`src/rtl/gss_pkg.sv`:
```
package gss_pkg;

  localparam int unsigned PADDR_W = 3;
  localparam logic [15:0] DEFAULT_ITERATIONS = 16'd1000;
  localparam logic [30:0] TOLERANCE_RESET = 31'd1;
  localparam logic [31:0] GOLD_Q32 = 32'd1640531527;

  typedef enum logic {
    REG_LIMIT = 1'b0,
    REG_TOLERANCE = 1'b1
  } reg_e;

  typedef enum logic {
    OP_START = 1'b0,
    OP_VALUE = 1'b1
  } op_e;

  typedef enum logic [1:0] {
    KIND_EVAL = 2'd0,
    KIND_CONVERGED = 2'd1,
    KIND_LIMIT = 2'd2,
    KIND_UNEXPECTED = 2'd3
  } kind_e;

  typedef struct packed {
    op_e operation;
    logic signed [31:0] lower_bound;
    logic signed [31:0] upper_bound;
    logic signed [31:0] func_value;
  } in_t;

  typedef struct packed {
    kind_e kind;
    logic signed [31:0] point;
  } out_t;

  // |high - low|, never above 2^32 - 1
  function automatic logic [31:0] abs_diff(input logic signed [31:0] lo,
                                           input logic signed [31:0] hi);
    logic signed [32:0] d;
    logic [32:0] m;
    d = {hi[31], hi} - {lo[31], lo};
    m = d[32] ? (33'd0 - d) : d;
    return m[31:0];
  endfunction

endpackage

```
`src/rtl/gss_step.sv`:
```
module gss_step (
  input  logic signed [31:0] low_i,
  input  logic signed [31:0] high_i,
  output logic signed [31:0] left_o,
  output logic signed [31:0] right_o
);

  logic signed [32:0] diff;
  logic               neg;
  logic [31:0]        mag;
  logic [63:0]        prod;
  logic [63:0]        rounded;
  logic [31:0]        step_mag;
  logic [31:0]        step;

  assign diff     = {high_i[31], high_i} - {low_i[31], low_i};
  assign neg      = diff[32];
  assign mag      = gss_pkg::abs_diff(low_i, high_i);
  assign prod     = 64'(mag) * 64'(gss_pkg::GOLD_Q32);
  assign rounded  = prod + 64'h0000_0000_8000_0000;
  assign step_mag = rounded[63:32];
  assign step     = neg ? (32'd0 - step_mag) : step_mag;
  assign left_o   = low_i + $signed(step);
  assign right_o  = high_i - $signed(step);

endmodule

```
`src/rtl/golden_section_search.sv`:
```
// A beat passes the input register, then the result register; the step multiplier and
// compares sit in one stage. One beat per cycle while the result stage is not stalled.
// A waiting result stalls a full input stage; an empty one still takes a new beat.
// Reset: asynchronous, active low; clears the search state to idle, the iteration
// limit to zero (default limit) and the tolerance to one.
module golden_section_search #(
  parameter logic [15:0] DEFAULT_ITERATIONS = gss_pkg::DEFAULT_ITERATIONS
) (
  input  logic                         clk_i,
  input  logic                         rst_ni,
  input  logic                         in_valid_i,
  output logic                         in_ready_o,
  input  gss_pkg::in_t                 in_i,
  output logic                         out_valid_o,
  input  logic                         out_ready_i,
  output gss_pkg::out_t                out_o,
  input  logic                         psel,
  input  logic                         penable,
  input  logic                         pwrite,
  input  logic [gss_pkg::PADDR_W-1:0]  paddr,
  input  logic [31:0]                  pwdata,
  output logic [31:0]                  prdata,
  output logic                         pready
);

  typedef enum logic [3:0] {
    PH_IDLE       = 4'b0001,
    PH_LEFT_RIGHT = 4'b0010,
    PH_RIGHT      = 4'b0100,
    PH_LEFT       = 4'b1000
  } phase_e;

  logic [15:0] limit_q;
  logic [30:0] tol_q;
  logic        cfg_wr;
  gss_pkg::reg_e cfg_sel;

  logic          s1_valid_q;
  gss_pkg::in_t  s1_q;
  logic          out_valid_q;
  gss_pkg::out_t out_q, res;
  logic          advance, fire;

  logic signed [31:0] low_q, low_d, high_q, high_d;
  logic signed [31:0] il_q, il_d, ir_q, ir_d;
  logic signed [31:0] vl_q, vl_d, vr_q, vr_d;
  logic [15:0]        count_q, count_d;
  phase_e             phase_q, phase_d;

  logic signed [31:0] step_low, step_high, step_left, step_right;
  logic signed [31:0] vl_cmp, vr_cmp, lo_in, hi_in;
  logic signed [32:0] mid_sum;
  logic [15:0]        lim;
  logic               at_limit, converged;

  // configuration
  assign pready  = 1'b1;
  assign cfg_sel = gss_pkg::reg_e'(paddr[2]);
  assign cfg_wr  = psel && penable && pwrite && pready;
  assign prdata  = (cfg_sel == gss_pkg::REG_LIMIT) ? 32'(limit_q) : 32'(tol_q);

  always_ff @(posedge clk_i or negedge rst_ni) begin
    if (!rst_ni) begin
      limit_q <= '0;
      tol_q   <= gss_pkg::TOLERANCE_RESET;
    end else if (cfg_wr) begin
      if (cfg_sel == gss_pkg::REG_LIMIT) begin
        limit_q <= pwdata[15:0];
      end else begin
        tol_q <= pwdata[30:0];
      end
    end
  end

  // pipeline control
  assign advance     = !out_valid_q || out_ready_i;
  assign in_ready_o  = !s1_valid_q || advance;
  assign fire        = s1_valid_q && advance;
  assign out_valid_o = out_valid_q;
  assign out_o       = out_q;

  always_ff @(posedge clk_i or negedge rst_ni) begin
    if (!rst_ni) begin
      s1_valid_q  <= 1'b0;
      out_valid_q <= 1'b0;
    end else begin
      if (in_ready_o) begin
        s1_valid_q <= in_valid_i;
      end
      if (advance) begin
        out_valid_q <= s1_valid_q;
      end
    end
  end

  always_ff @(posedge clk_i) begin
    if (in_valid_i && in_ready_o) begin
      s1_q <= in_i;
    end
    if (fire) begin
      out_q <= res;
    end
  end

  // search step
  gss_step u_step (
    .low_i   (step_low),
    .high_i  (step_high),
    .left_o  (step_left),
    .right_o (step_right)
  );

  assign lim       = (limit_q != 16'd0) ? limit_q : DEFAULT_ITERATIONS;
  assign at_limit  = count_q >= lim;
  assign converged = gss_pkg::abs_diff(low_q, high_q) <= {1'b0, tol_q};
  assign mid_sum   = {low_q[31], low_q} + {high_q[31], high_q};
  assign lo_in     = (s1_q.upper_bound < s1_q.lower_bound) ? s1_q.upper_bound
                                                           : s1_q.lower_bound;
  assign hi_in     = (s1_q.upper_bound < s1_q.lower_bound) ? s1_q.lower_bound
                                                           : s1_q.upper_bound;
  assign vl_cmp    = (phase_q == PH_LEFT) ? s1_q.func_value : vl_q;
  assign vr_cmp    = (phase_q == PH_RIGHT) ? s1_q.func_value : vr_q;

  always_comb begin
    low_d     = low_q;
    high_d    = high_q;
    il_d      = il_q;
    ir_d      = ir_q;
    vl_d      = vl_q;
    vr_d      = vr_q;
    count_d   = count_q;
    phase_d   = phase_q;
    step_low  = low_q;
    step_high = high_q;
    res.kind  = gss_pkg::KIND_EVAL;
    res.point = '0;
    if (s1_q.operation == gss_pkg::OP_START) begin
      step_low  = lo_in;
      step_high = hi_in;
      low_d     = lo_in;
      high_d    = hi_in;
      count_d   = '0;
      il_d      = step_left;
      ir_d      = step_right;
      phase_d   = PH_LEFT_RIGHT;
      res.point = step_left;
    end else begin
      case (phase_q)
        PH_LEFT_RIGHT: begin
          vl_d      = s1_q.func_value;
          phase_d   = PH_RIGHT;
          res.point = ir_q;
        end
        PH_RIGHT, PH_LEFT: begin
          if (phase_q == PH_RIGHT) begin
            vr_d = s1_q.func_value;
          end else begin
            vl_d = s1_q.func_value;
          end
          if (at_limit || converged) begin
            phase_d   = PH_IDLE;
            res.kind  = at_limit ? gss_pkg::KIND_LIMIT : gss_pkg::KIND_CONVERGED;
            res.point = mid_sum[32:1];
          end else begin
            count_d = count_q + 16'd1;
            if (vl_cmp > vr_cmp) begin
              // drop the left part
              step_low  = il_q;
              low_d     = il_q;
              il_d      = ir_q;
              vl_d      = vr_cmp;
              ir_d      = step_right;
              phase_d   = PH_RIGHT;
              res.point = step_right;
            end else if (vl_cmp < vr_cmp) begin
              // drop the right part
              step_high = ir_q;
              high_d    = ir_q;
              ir_d      = il_q;
              vr_d      = vl_cmp;
              il_d      = step_left;
              phase_d   = PH_LEFT;
              res.point = step_left;
            end else begin
              step_low  = il_q;
              step_high = ir_q;
              low_d     = il_q;
              high_d    = ir_q;
              il_d      = step_left;
              ir_d      = step_right;
              phase_d   = PH_LEFT_RIGHT;
              res.point = step_left;
            end
          end
        end
        default: begin
          res.kind  = gss_pkg::KIND_UNEXPECTED;
          res.point = '0;
        end
      endcase
    end
  end

  always_ff @(posedge clk_i or negedge rst_ni) begin
    if (!rst_ni) begin
      low_q   <= '0;
      high_q  <= '0;
      il_q    <= '0;
      ir_q    <= '0;
      vl_q    <= '0;
      vr_q    <= '0;
      count_q <= '0;
      phase_q <= PH_IDLE;
    end else if (fire) begin
      low_q   <= low_d;
      high_q  <= high_d;
      il_q    <= il_d;
      ir_q    <= ir_d;
      vl_q    <= vl_d;
      vr_q    <= vr_d;
      count_q <= count_d;
      phase_q <= phase_d;
    end
  end

  a_final_goes_idle: assert property (@(posedge clk_i) disable iff (!rst_ni)
    (fire && (res.kind == gss_pkg::KIND_CONVERGED || res.kind == gss_pkg::KIND_LIMIT))
    |=> (phase_q == PH_IDLE))
    else $error("final result did not leave the search idle");

  a_start_restarts: assert property (@(posedge clk_i) disable iff (!rst_ni)
    (fire && s1_q.operation == gss_pkg::OP_START)
    |=> (phase_q == PH_LEFT_RIGHT && count_q == 16'd0 && out_valid_q
         && out_q.kind == gss_pkg::KIND_EVAL))
    else $error("start beat did not restart the search");

  a_unexpected_zero: assert property (@(posedge clk_i) disable iff (!rst_ni)
    (fire && s1_q.operation == gss_pkg::OP_VALUE && phase_q == PH_IDLE)
    |=> (out_q.kind == gss_pkg::KIND_UNEXPECTED && out_q.point == 32'sd0
         && phase_q == PH_IDLE))
    else $error("value beat while idle was not reported as unexpected");

endmodule
```
`config.mk`:
```
export PLATFORM = sky130hd
export DESIGN_NAME = golden_section_search
export DESIGN_NICKNAME = d
export VERILOG_FILES = /design/src/rtl/gss_pkg.sv /design/src/rtl/gss_step.sv /design/src/rtl/golden_section_search.sv
export SDC_FILE = /design/constraint.sdc
export NUM_CORES = 2
export LEC_CHECK = 0
export BUFFER_PORTS_ARGS = -buffer_cell sky130_fd_sc_hd__buf_4
export CORE_MARGIN = 2
export CORE_UTILIZATION = 35
export CTS_CLUSTER_DIAMETER = 200
export DETAILED_ROUTE_END_ITERATION = 12
export GPL_ROUTABILITY_DRIVEN = 0
export REMOVE_ABC_BUFFERS = 1
export SLEW_MARGIN = 30
export SYNTH_ARGS = -nofsm -noshare
export SYNTH_HDL_FRONTEND = slang
export SYNTH_SLANG_ARGS = --single-unit
```
`constraint.sdc`:
```
create_clock -name clk_i -period 28.7 [get_ports clk_i]
set_input_delay 4.305 -clock clk_i [delete_from_list [all_inputs] [get_ports clk_i]]
set_output_delay 4.305 -clock clk_i [all_outputs]
set_load 0.005 [all_outputs]
```
==> metrics.txt <==
status=complete, no violations; Starting Density=35.3%; Least-Margin Pin Slew=1040 ps; Clock Tree Root=clkbuf_16; Max Fanout on Critical Path=24; cell taking the most area after synthesis=ha_1; element type at the critical path end=register; DR iter-0 viols=3449; CP max-delay cell=xor2_1; dpl hpwl=114000 microns; fmax=38.8 MHz; Clock Skew=40.2 ps; CTS Sinks=392; Highest Signal Layer=met5; Site Rows=135; Die X=374 microns; worst skew pair latency=620 ps; Synth area leaders=ha_1, dfrtp_1, fa_1; Period minus WS final=25760 ps; PostCTS Resize Cnt=0; drt first pass iters=5; via count=39800; die area=140000 sq um; Worst EP arrival=26080 ps; number of synthesized register bits=392; Post-synth ARST share=66.6%; data required time of the worst path=29020 ps; Final Setup Violations=0; global route overflow=0; max cap viols=0; Syn Std Cell Area=47900 sq um; IO Pins=208; area grow syn2layout=10.3%; r2r setup slk=2940 ps; met3 wire len=11100 microns; global-route wire length before repair=228000 microns; largest net degree at the start of global routing=87; Core Region=136000 sq um; post-synthesis sequential area ratio=21.8%; Clock transition at path regs=60 ps; Post-synth EDFFs=131; Mapped Cells=5539; WL met2=63500 microns; share of cells above drive strength 1=9.89%; Post-DRT Antenna Nets=0; Cell variety after synth=100; Vias/cell=5.34; DRC=0; WL per Instance=19.6 microns; Metal-1 WL=67200 microns; worst rel slew slack=31.0%; total global-route track usage=20.6%; post-synth top area share=18.1%; most numerous cell on the critical path=ha_1; Top FF cell, synth=dfrtp_1; Final Net Count=6764; critical path's largest stage delay=780 ps; # H-tree levels=2; Max clock buf depth=3; postcts setup bufs=0; final hold vios=0; Slew Limit Fails=0; initial antenna violation count=4; Chip Height=374 microns; HP Class=reg -> reg; commonest non-fill, non-tap cell in the layout=inv_1; Startpoint Class=register; RSZ-0062 raised after global routing=no; critical path class=reg -> reg; CTS tree=yes; vias in the first global route=38900; synth warn=0; port bufs=202; syn avg cell area=8.66 sq um; setup TNS=0 ps; crit share post-route=89.8%; number of CTS-inserted buffers=41; commonest cells after routing, fill and taps aside=inv_1, ha_1, nand2_1, o21ai_0, nor2_1; WL final=146000 microns; hold_buf cts=0
final timing paths:
check                           from        end  cells after the start
hold / removal              vl_q[19]   vl_q[19]                      2
max in group asynchronous     rst_ni   low_q[8]                      3
setup / recovery           high_q[0]  out_o[31]                     92
hold reg to reg             vl_q[19]   vl_q[19]                      2
setup reg to reg           high_q[0]  out_o[31]                     92
min in group asynchronous     rst_ni   vl_q[19]                      1
metal layers:
layer  track usage (%)  vias to the layer above
li1                  -                    19000
met1              29.8                    19200
met2              31.6                     1327
met3              3.61                      237
met4              5.45                        2
met5                 0                        -
sequential cells by signal, summed over array words and instances (netlist names):
name / flops
vr_q: 32
limit_q: 16
high_q: 32
vl_q: 32
out_o: 34
il_q: 32
s1_q: 97
low_q: 32
s1_valid_q: 1
ir_q: 32
phase_q: 4
out_valid_o: 1
count_q: 16
tol_q: 31
layout make-up:
type	instances	area, sq um
fill	13700	82700
multi-input combinational	4114	33700
sequential	392	10500
inverter	824	3100
tap	1781	2230
timing repair buffer	266	2010
clock buffer	56	1180
clock inverter	20	216
antenna	2	5.00
per-stage QoR:
step	utilization, %	hold WS (ps)	setup slack [ps]	cell area (sq um)	instances
after global routing	39.0	526	1000	52900	7453
after global placement	37.9	481	3520	51400	7375
final	39.0	502	2940	52900	7455
after CTS	39.0	507	3060	52900	7452
after floorplan	-	457	-889	47100	5330
after detailed placement	37.9	493	3210	51500	7376
critical path, delay by kind of cell, from the launching register on:
family	cells	cell delay, ps
compound gates	38	10480
xor+xnor	7	1910
fa+ha+maj	17	6540
buf+inv	9	1420
flops	1	420
mux	1	150
simple gates	20	4460
cell families after synthesis:
kind of cell	count (synthesis)	share of synthesized area, %
and+or+nand+nor	1391	13.2
adders and majority gates	988	30.4
buffers and inverters	1033	8.16
other	2	0.0157
xor gates and xnor gates	271	4.95
DFF	392	21.8
muxes	295	6.56
AOI/OAI and AO/OA	1167	14.9
synth_stat cells, types with 9 or more instances:
master,number
o221ai_1,17
and4_1,18
a22oi_1,12
mux2i_1,143
ha_1,692
nand2b_1,38
a21o_1,114
nand4_1,37
o22ai_1,14
nor2b_1,30
or2_2,16
a31oi_1,44
buf_1,27
buf_2,20
nor4_1,10
o21bai_1,30
nor3_1,65
inv_1,824
edfxtp_1,131
a21oi_1,326
o21ai_0,402
fa_1,294
nor2_1,356
o21a_1,24
o41ai_1,9
mux2_2,152
or3_1,22
xnor2_1,164
xor2_1,107
and2_1,42
nand3_1,83
clkbuf_1,160
a211oi_1,40
nand2_1,595
dfrtp_1,259
and3_1,32
Power is not shown: default switching activity piles up to over one toggle a cycle in this logic, so the estimate is an artifact.
